===== config.mk =====
export PLATFORM = sky130hd
export DESIGN_NAME = positional_byte_list_flat
export DESIGN_NICKNAME = d
export VERILOG_FILES = /design/src/sv/pbl_pkg.sv /design/src/sv/pbl_if.sv /design/src/sv/pbl_cells.sv /design/src/sv/positional_byte_list.sv /design/src/flat_wrapper.sv
export SDC_FILE = /design/constraint.sdc
export NUM_CORES = 2
export LEC_CHECK = 0
export BUFFER_PORTS_ARGS = -buffer_cell sky130_fd_sc_hd__clkbuf_2
export CORE_MARGIN = 2
export CORE_UTILIZATION = 45
export CTS_CLUSTER_SIZE = 20
export DETAILED_ROUTE_END_ITERATION = 10
export GPL_TIMING_DRIVEN = 1
export HOLD_SLACK_MARGIN = 0.12
export PLACE_DENSITY = 0.59
export SLEW_MARGIN = 20
export SYNTH_ARGS = -nofsm -noshare
export SYNTH_HDL_FRONTEND = slang
export SYNTH_SLANG_ARGS = --single-unit

===== constraint.sdc =====
create_clock -name clock -period 7.2 [get_ports clock]
set_input_delay 0.36 -clock clock [delete_from_list [all_inputs] [get_ports clock]]
set_output_delay 0.36 -clock clock [all_outputs]
set_load 0.005 [all_outputs]

===== src/sv/pbl_pkg.sv =====
// shared types and constants for the positional byte list
package pbl_pkg;

   localparam int unsigned MODE_W  = 3;
   localparam int unsigned DATA_W  = 8;
   localparam int unsigned IDX_W   = 8;
   localparam int unsigned STAT_W  = 2;

   // request modes
   localparam logic [MODE_W-1:0] MODE_PUSH_FRONT = 3'd0;
   localparam logic [MODE_W-1:0] MODE_PUSH_END   = 3'd1;
   localparam logic [MODE_W-1:0] MODE_INSERT_AT  = 3'd2;
   localparam logic [MODE_W-1:0] MODE_POP_FRONT  = 3'd3;
   localparam logic [MODE_W-1:0] MODE_POP_END    = 3'd4;
   localparam logic [MODE_W-1:0] MODE_REMOVE_AT  = 3'd5;
   localparam logic [MODE_W-1:0] MODE_READ_AT    = 3'd6;

   // result status codes
   localparam logic [STAT_W-1:0] STAT_OK     = 2'd0;
   localparam logic [STAT_W-1:0] STAT_EMPTY  = 2'd1;
   localparam logic [STAT_W-1:0] STAT_BEYOND = 2'd2;
   localparam logic [STAT_W-1:0] STAT_FULL   = 2'd3;

   // one shift operation on the cell row
   typedef struct packed {
      logic              ins;
      logic              rem;
      logic [IDX_W-1:0]  idx;
      logic [DATA_W-1:0] value;
   } cell_op_type;

endpackage


===== src/sv/pbl_if.sv =====
// request and response channel interfaces
interface pbl_req_if
   import pbl_pkg::*;
();
   logic              valid;
   logic              ready;
   logic [MODE_W-1:0] mode;
   logic [DATA_W-1:0] value;
   logic [IDX_W-1:0]  position;

   modport source (output valid, mode, value, position, input ready);
   modport sink   (input valid, mode, value, position, output ready);
endinterface

interface pbl_rsp_if
   import pbl_pkg::*;
#(
   parameter int unsigned SIZE_W = 7
) ();
   logic              valid;
   logic              ready;
   logic [STAT_W-1:0] status;
   logic [DATA_W-1:0] read_value;
   logic [DATA_W-1:0] front_value;
   logic [DATA_W-1:0] end_value;
   logic [SIZE_W-1:0] list_size;

   modport source (output valid, status, read_value, front_value, end_value, list_size,
                   input ready);
   modport sink   (input valid, status, read_value, front_value, end_value, list_size,
                   output ready);
endinterface


===== src/sv/pbl_cells.sv =====
// row of byte cells with one-place shift for insert and remove, plus read ports
module pbl_cells
   import pbl_pkg::*;
#(
   parameter int unsigned CAPACITY = 64
) (
   input  logic              clock,
   input  cell_op_type       op,
   input  logic [IDX_W-1:0]  rd_idx_a,
   input  logic [IDX_W-1:0]  rd_idx_b,
   output logic [DATA_W-1:0] rd_data_a,
   output logic [DATA_W-1:0] rd_data_b,
   output logic [DATA_W-1:0] head0,
   output logic [DATA_W-1:0] head1
);

   localparam int unsigned AW = $clog2(CAPACITY);

   logic [DATA_W-1:0] cells_ff [CAPACITY];
   logic [DATA_W-1:0] cells_in [CAPACITY];

   for (genvar i = 0; i < CAPACITY; i++) begin : g_cell
      logic [DATA_W-1:0] prev_cell;
      logic [DATA_W-1:0] next_cell;

      if (i == 0) begin : g_first
         assign prev_cell = '0;
      end else begin : g_prev
         assign prev_cell = cells_ff[i-1];
      end

      if (i == CAPACITY - 1) begin : g_last
         assign next_cell = '0;
      end else begin : g_next
         assign next_cell = cells_ff[i+1];
      end

      always_comb begin
         cells_in[i] = cells_ff[i];
         if (op.ins) begin
            if (IDX_W'(i) == op.idx) begin
               cells_in[i] = op.value;
            end else if (IDX_W'(i) > op.idx) begin
               cells_in[i] = prev_cell;
            end
         end else if (op.rem && IDX_W'(i) >= op.idx) begin
            cells_in[i] = next_cell;
         end
      end

      always_ff @(posedge clock) begin
         cells_ff[i] <= cells_in[i];
      end
   end

   assign rd_data_a = (rd_idx_a < IDX_W'(CAPACITY)) ? cells_ff[rd_idx_a[AW-1:0]] : '0;
   assign rd_data_b = (rd_idx_b < IDX_W'(CAPACITY)) ? cells_ff[rd_idx_b[AW-1:0]] : '0;
   assign head0     = cells_ff[0];
   assign head1     = cells_ff[1];

endmodule


===== src/sv/positional_byte_list.sv =====
// top level of the positional byte list
//
//   channel   dir   handshake      word
//   req_bus   in    valid/ready    mode, value, position
//   rsp_bus   out   valid/ready    status, read_value, front_value, end_value, list_size
//
// one request per cycle sustained while responses are taken; a request passes through
// the input register, then the cell row update together with the response register
// reset clears the element count and both valid flags; cell contents are not cleared
// a stalled response holds the request stage, which then drops ready once it is full
module positional_byte_list
   import pbl_pkg::*;
#(
   parameter int unsigned CAPACITY = 64
) (
   input  logic        clock,
   input  logic        reset,
   pbl_req_if.sink     req_bus,
   pbl_rsp_if.source   rsp_bus
);

   localparam int unsigned SW = $clog2(CAPACITY + 1);

   // request stage
   logic              s1_valid_ff;
   logic              s1_valid_in;
   logic [MODE_W-1:0] s1_mode_ff;
   logic [DATA_W-1:0] s1_value_ff;
   logic [IDX_W-1:0]  s1_pos_ff;

   // list state
   logic [SW-1:0]     count_ff;
   logic [SW-1:0]     count_in;

   // response register
   logic              rsp_valid_ff;
   logic              rsp_valid_in;
   logic [STAT_W-1:0] status_ff;
   logic [DATA_W-1:0] read_value_ff;
   logic [DATA_W-1:0] front_value_ff;
   logic [DATA_W-1:0] end_value_ff;

   logic              advance;
   logic              fire;
   logic              req_take;

   // decode of the staged request
   cell_op_type       op;
   logic [STAT_W-1:0] status_in;
   logic              do_read;
   logic [IDX_W-1:0]  cnt8;
   logic [IDX_W-1:0]  rd_idx;
   logic [IDX_W-1:0]  end_idx;
   logic              full;
   logic              empty;
   logic              pos_lt;
   logic [DATA_W-1:0] rd_data;
   logic [DATA_W-1:0] end_data;
   logic [DATA_W-1:0] head0;
   logic [DATA_W-1:0] head1;
   logic [DATA_W-1:0] front_in;
   logic [DATA_W-1:0] end_in;
   logic [DATA_W-1:0] read_in;

   // response slot frees when empty or being taken; request stage moves into it
   assign advance       = !rsp_valid_ff || rsp_bus.ready;
   assign fire          = s1_valid_ff && advance;
   assign req_bus.ready = !s1_valid_ff || advance;
   assign req_take      = req_bus.valid && req_bus.ready;

   assign s1_valid_in  = req_take || (s1_valid_ff && !advance);
   assign rsp_valid_in = fire || (rsp_valid_ff && !rsp_bus.ready);

   always_ff @(posedge clock) begin
      if (reset) begin
         s1_valid_ff  <= 1'b0;
         rsp_valid_ff <= 1'b0;
         count_ff     <= '0;
      end else begin
         s1_valid_ff  <= s1_valid_in;
         rsp_valid_ff <= rsp_valid_in;
         count_ff     <= count_in;
      end
   end

   // request payload, no reset needed
   always_ff @(posedge clock) begin
      if (req_take) begin
         s1_mode_ff  <= req_bus.mode;
         s1_value_ff <= req_bus.value;
         s1_pos_ff   <= req_bus.position;
      end
   end

   // count never exceeds capacity, which fits in the index width
   assign cnt8   = IDX_W'(count_ff);
   assign full   = (count_ff == SW'(CAPACITY));
   assign empty  = (count_ff == '0);
   assign pos_lt = (s1_pos_ff < cnt8);

   // mode decode: status, shift operation and read index
   always_comb begin
      op        = '0;
      op.value  = s1_value_ff;
      status_in = STAT_OK;
      do_read   = 1'b0;
      rd_idx    = pos_lt ? s1_pos_ff : (cnt8 - IDX_W'(1));
      case (s1_mode_ff)
         MODE_PUSH_FRONT, MODE_PUSH_END, MODE_INSERT_AT: begin
            if (full) begin
               status_in = STAT_FULL;
            end else begin
               op.ins = 1'b1;
               if (s1_mode_ff == MODE_PUSH_FRONT) begin
                  op.idx = '0;
               end else if (s1_mode_ff == MODE_PUSH_END) begin
                  op.idx = cnt8;
               end else begin
                  // past the end appends
                  op.idx = pos_lt ? s1_pos_ff : cnt8;
               end
            end
         end
         MODE_POP_FRONT, MODE_POP_END: begin
            if (empty) begin
               status_in = STAT_EMPTY;
            end else begin
               op.rem = 1'b1;
               op.idx = (s1_mode_ff == MODE_POP_FRONT) ? '0 : (cnt8 - IDX_W'(1));
            end
         end
         MODE_REMOVE_AT: begin
            if (empty) begin
               status_in = STAT_EMPTY;
            end else if (!pos_lt) begin
               status_in = STAT_BEYOND;
            end else begin
               op.rem = 1'b1;
               op.idx = s1_pos_ff;
            end
         end
         MODE_READ_AT: begin
            // read past the end clamps to the last element
            if (empty) begin
               status_in = STAT_EMPTY;
            end else begin
               do_read = 1'b1;
            end
         end
         default: begin
            // unused mode: no change
         end
      endcase
      // only shift the row when the request actually moves on
      if (!fire) begin
         op.ins = 1'b0;
         op.rem = 1'b0;
      end
   end

   always_comb begin
      count_in = count_ff;
      if (op.ins) begin
         count_in = count_ff + SW'(1);
      end else if (op.rem) begin
         count_in = count_ff - SW'(1);
      end
   end

   // last element after the request, located in the old row
   assign end_idx = (op.rem && op.idx == cnt8 - IDX_W'(1)) ? (cnt8 - IDX_W'(2))
                                                           : (cnt8 - IDX_W'(1));

   pbl_cells #(
      .CAPACITY (CAPACITY)
   ) u_cells (
      .clock     (clock),
      .op        (op),
      .rd_idx_a  (rd_idx),
      .rd_idx_b  (end_idx),
      .rd_data_a (rd_data),
      .rd_data_b (end_data),
      .head0     (head0),
      .head1     (head1)
   );

   // front and end values as seen after this request
   always_comb begin
      read_in = do_read ? rd_data : '0;
      if (count_in == '0) begin
         front_in = '0;
         end_in   = '0;
      end else begin
         if (op.ins && op.idx == '0) begin
            front_in = op.value;
         end else if (op.rem && op.idx == '0) begin
            front_in = head1;
         end else begin
            front_in = head0;
         end
         if (op.ins && op.idx == cnt8) begin
            end_in = op.value;
         end else begin
            end_in = end_data;
         end
      end
   end

   // response payload, no reset needed
   always_ff @(posedge clock) begin
      if (fire) begin
         status_ff      <= status_in;
         read_value_ff  <= read_in;
         front_value_ff <= front_in;
         end_value_ff   <= end_in;
      end
   end

   assign rsp_bus.valid       = rsp_valid_ff;
   assign rsp_bus.status      = status_ff;
   assign rsp_bus.read_value  = read_value_ff;
   assign rsp_bus.front_value = front_value_ff;
   assign rsp_bus.end_value   = end_value_ff;
   assign rsp_bus.list_size   = count_ff;

endmodule


===== src/flat_wrapper.sv =====
// flat-port wrapper written by rule: the top's interface ports become plain ports
module positional_byte_list_flat import pbl_pkg::*;
#(
   parameter int unsigned CAPACITY = 64
)
  (clock, reset, req_bus_valid, req_bus_mode, req_bus_value, req_bus_position, req_bus_ready, rsp_bus_valid, rsp_bus_status, rsp_bus_read_value, rsp_bus_front_value, rsp_bus_end_value, rsp_bus_list_size, rsp_bus_ready);
  pbl_req_if req_bus_i ();
  pbl_rsp_if #(.SIZE_W(($clog2((64) + 1)))) rsp_bus_i ();
  input  logic clock;
  input  logic reset;
  input wire logic [$bits(req_bus_i.valid)-1:0] req_bus_valid;
  input wire logic [$bits(req_bus_i.mode)-1:0] req_bus_mode;
  input wire logic [$bits(req_bus_i.value)-1:0] req_bus_value;
  input wire logic [$bits(req_bus_i.position)-1:0] req_bus_position;
  output wire logic [$bits(req_bus_i.ready)-1:0] req_bus_ready;
  output wire logic [$bits(rsp_bus_i.valid)-1:0] rsp_bus_valid;
  output wire logic [$bits(rsp_bus_i.status)-1:0] rsp_bus_status;
  output wire logic [$bits(rsp_bus_i.read_value)-1:0] rsp_bus_read_value;
  output wire logic [$bits(rsp_bus_i.front_value)-1:0] rsp_bus_front_value;
  output wire logic [$bits(rsp_bus_i.end_value)-1:0] rsp_bus_end_value;
  output wire logic [$bits(rsp_bus_i.list_size)-1:0] rsp_bus_list_size;
  input wire logic [$bits(rsp_bus_i.ready)-1:0] rsp_bus_ready;
  assign req_bus_i.valid = req_bus_valid;
  assign req_bus_i.mode = req_bus_mode;
  assign req_bus_i.value = req_bus_value;
  assign req_bus_i.position = req_bus_position;
  assign req_bus_ready = req_bus_i.ready;
  assign rsp_bus_valid = rsp_bus_i.valid;
  assign rsp_bus_status = rsp_bus_i.status;
  assign rsp_bus_read_value = rsp_bus_i.read_value;
  assign rsp_bus_front_value = rsp_bus_i.front_value;
  assign rsp_bus_end_value = rsp_bus_i.end_value;
  assign rsp_bus_list_size = rsp_bus_i.list_size;
  assign rsp_bus_i.ready = rsp_bus_ready;
  positional_byte_list #(.CAPACITY(CAPACITY)) u_core (.clock(clock), .reset(reset), .req_bus(req_bus_i), .rsp_bus(rsp_bus_i));
endmodule

==> flow_metrics.tcl <==
set metrics [dict create \
    status "finished clean" \
    critPathSlowestCell "a21oi_1" \
    cts_tree "built" \
    synth_edf_count 557 \
    min_path_type "input pin to flip-flop" \
    htreeDepth 3 \
    cap_violations 0 \
    power.leakage_nw 19.5 \
    start_util 0.452 \
    seqCellArea_mm2 0.0169 \
    coreArea_mm2 0.0980 \
    timing.setup.tns_ns 0 \
    synth_ff_type "edfxtp_1" \
    synth_area_mm2 0.0443 \
    ir_worst_vdd_mv 0.173 \
    ys_warn_count 0 \
    num_vias 42694 \
    internal-power_mw 6.94 \
    power_density_mw_per_mm2 222 \
    num_antenna_cells 0 \
    cts.sinks 566 \
    synthesis.nets 4916 \
    fillers 9171 \
    start_kind "flip-flop" \
    grt_max_degree 249 \
    drtIter0Drc 7282 \
    regToRegSetupSlack_ns 0.66 \
    place_congestion 1.05 \
    critPathKind "flip-flop to flip-flop" \
    port_buffers 57 \
    via_per_inst 6.98 \
    crit_path_cell_trace "buf_4 > inv_1 > ha_1 > nand3_1 > o221ai_1 > a21oi_1 > a32oi_1 > a22o_1 > a2111o_1 > nor3_4 > buf_4 > mux2i_1 > mux2i_1 > o41ai_1 > nand4b_1 > o31ai_1" \
    cp-endpoint "u_core.rsp_bus.end_value[4]$_SDFFCE_PN0P_" \
    drive_gt1_frac 0.110 \
    cp.required_ns 7.71 \
    path_max_fanout 40 \
    end_kind "flip-flop" \
    drc 0 \
    track_usage 0.386 \
    path_clk_slew_ns 0.06 \
    cts_resized 0 \
    combPwrFrac 0.270 \
    post_cts_buffers 0 \
    p_seq_frac 0.379 \
    netlist_instances 4883 \
    crit_path_max_incr_delay_ns 0.89 \
    synthToLayoutAreaGrowth_pct 9.99 \
    dp_hpwl_um 139000 \
    cpLargestDelayFamily "compound AO/OA/AOI/OAI gates" \
    ys_ff_latch 566 \
    clock_latency_ns 0.70 \
    final_util 0.498 \
    multi_input_area_mm2 0.0257 \
    r2r_end "u_core.rsp_bus.end_value[4]$_SDFFCE_PN0P_" \
    die_y_um 318 \
    finalSetupViolCount 0 \
    dr.pass1.iters 9 \
    rsz0062_at_grt "false" \
    yosysSeqAreaShare 0.381 \
    dieArea_mm2 0.101 \
    io_pins 58 \
    cp.arrival_ns 7.05 \
    finalClockSkew_ns 0.0306 \
    grt_pass1_vias 39184 \
    clockBufferDepth 3 \
    fmax_mhz 153 \
    hold_viol_final 0 \
    num_rows 115 \
    antenna_found_initial 3 \
    synthArstFlopShare 0 \
    synth_cell_type_count 100 \
    cts_buffers 73 \
    switching_share 0.358 \
    max_slew.worst_pin.slew_ns 1.24 \
    reg2reg_depth 16 \
    slew_headroom 0.170 \
    die_x_um 318 \
    syn-mean-instance-area_um2 9.08 \
    grt_first_pass_wirelength_um 289000 \
    timing.final.crit_period_ns 6.54 \
    drtAntennaViolNets 0 \
    cp.depth 16 \
    power_frac_clock 0.351 \
    wl_per_cell_um 32.8 \
    reg2reg_from "u_core.rsp_bus.list_size[4]$_SDFF_PP0_" \
    final.period_utilization 0.909 \
    grt-ovfl-total 0 \
    p_switching_mw 3.86 \
    crit_path_start "u_core.rsp_bus.list_size[4]$_SDFF_PP0_" \
    fin_nets 4802 \
    routed_wl_um 200000 \
    slew_violations 0 \
    cts_root_buf "clkbuf_16" \
    path_buf_inv 3 \
]
layout by cell type, fill, tap and decap left out, types with 15 or more instances in the layout:
cell | synthesis | routed
clkbuf_1 | 372 | 15
mux4_2 | 87 | 87
o221ai_1 | 46 | 45
or3_1 | 24 | 24
mux2i_1 | 681 | 680
nor3_1 | 52 | 50
a311oi_1 | 78 | 77
nor2_1 | 232 | 227
clkinv_1 | 3 | 16
o31ai_1 | 24 | 24
inv_1 | 23 | 23
nand4_1 | 26 | 26
buf_4 | 8 | 173
nand2_1 | 935 | 935
clkbuf_2 | 0 | 57
o22ai_1 | 66 | 66
a221oi_1 | 16 | 15
a31oi_1 | 88 | 88
dlygate4sd3_1 | 0 | 25
and2_1 | 136 | 136
o21ai_0 | 584 | 583
clkbuf_16 | 0 | 74
nand3_1 | 82 | 82
edfxtp_1 | 557 | 557
a211oi_1 | 221 | 221
mux2_2 | 31 | 31
and3_1 | 15 | 15
a21oi_1 | 140 | 135
registers in the layout, summed over array words and instances (netlist names):
name,count
u_core.s1_value_ff,8
u_core.s1_mode_ff,3
u_core.rsp_bus.front_value,8
u_core.s1_pos_ff,8
u_core.rsp_bus.status,2
u_core.rsp_bus.read_value,8
u_core.s1_valid_ff,1
u_core.u_cells.cells_ff,512
u_core.rsp_bus.list_size,7
u_core.rsp_bus.end_value,8
u_core.rsp_bus.valid,1
worst min-delay path by stage:
stage | startpoint | end | depth (start not counted)
finish | req_bus_value[6] | u_core.s1_value_ff[6]$_DFFE_PP_ | 2
global route | req_bus_mode[1] | u_core.s1_mode_ff[1]$_DFFE_PP_ | 2
CTS | req_bus_value[6] | u_core.s1_value_ff[6]$_DFFE_PP_ | 2
detailed placement | req_bus_position[1] | u_core.s1_pos_ff[1]$_DFFE_PP_ | 1
global placement | req_bus_value[4] | u_core.s1_value_ff[4]$_DFFE_PP_ | 1
floorplan | reset | u_core.rsp_bus.list_size[1]$_SDFF_PP0_ | 1
cells in the mapped netlist, drive strengths merged (78+ instances only):
cell type	instances	area, µm²
o21ai	595	2980
buf	83	409
a31oi	89	563
nor2	235	900
nand3	83	420
mux2i	681	6820
and2	137	857
a311oi	78	683
edfxtp	557	16700
a21oi	141	717
a211oi	221	1660
mux4	87	1960
nand2	935	3510
clkbuf	372	1400
final cells by class:
type / count / area share
Multi-Input combinational cell: 3834 / 0.527
Clock buffer: 89 / 0.0391
Inverter: 28 / 0.00221
Sequential cell: 566 / 0.347
Tap cell: 1287 / 0.0330
Clock inverter: 43 / 0.00926
Timing Repair Buffer: 266 / 0.0421
cells by family (layout without fill, tap and decap cells):
kind of cell	Yosys count	after routing	share of synthesized area
adder cells (fa/ha/maj)	10	10	0.00282
XOR/XNOR	17	17	0.00336
AND/OR/NAND/NOR	1578	1578	0.156
flip-flops	566	566	0.381
buffers and inverters	483	426	0.0431
AO/OA/AOI/OAI	1428	1428	0.207
multiplexers	801	801	0.206
through the flow:
step / setup slack (ns) / cells / total power, mW / area (µm²) / hold WS (ns)
after floorplan: 1.42 / 4883 / 5.69 / 44300 / 0.429
after global placement: 0.908 / 5956 / 6.91 / 46100 / 0.538
after detailed placement: 0.863 / 5956 / 6.93 / 46100 / 0.539
after CTS: 0.876 / 6113 / 10.7 / 48700 / 0.379
after global routing: 0.309 / 6113 / 11.1 / 48800 / 0.397
final: 0.656 / 6113 / 10.8 / 48800 / 0.393
routing by layer:
metal,wire [µm],track usage
met5,27,0
met4,10400,0.173
met3,24800,0.0998
met2,82600,0.549
met1,82700,0.548
power by group through the flow:
| stage | Clock [mW] | Combinational [mW] | Sequential [mW] |
|---|---|---|---|
| floorplan | 0 | 1.67 | 4.02 |
| global placement | 0 | 2.76 | 4.14 |
| detailed placement | 0 | 2.78 | 4.14 |
| CTS | 3.81 | 2.80 | 4.08 |
| global route | 3.94 | 3.04 | 4.10 |
| finish | 3.79 | 2.92 | 4.09 |
what timing repair did:
| action | 4_1_cts | 5_1_grt |
|---|---|---|
| hold buffers | 25 | 0 |
| setup endpoints to repair | 0 | 0 |
| endpoints found under the hold margin | 27 | 0 |
No activity file was read; power rests on OpenSTA's default activity.
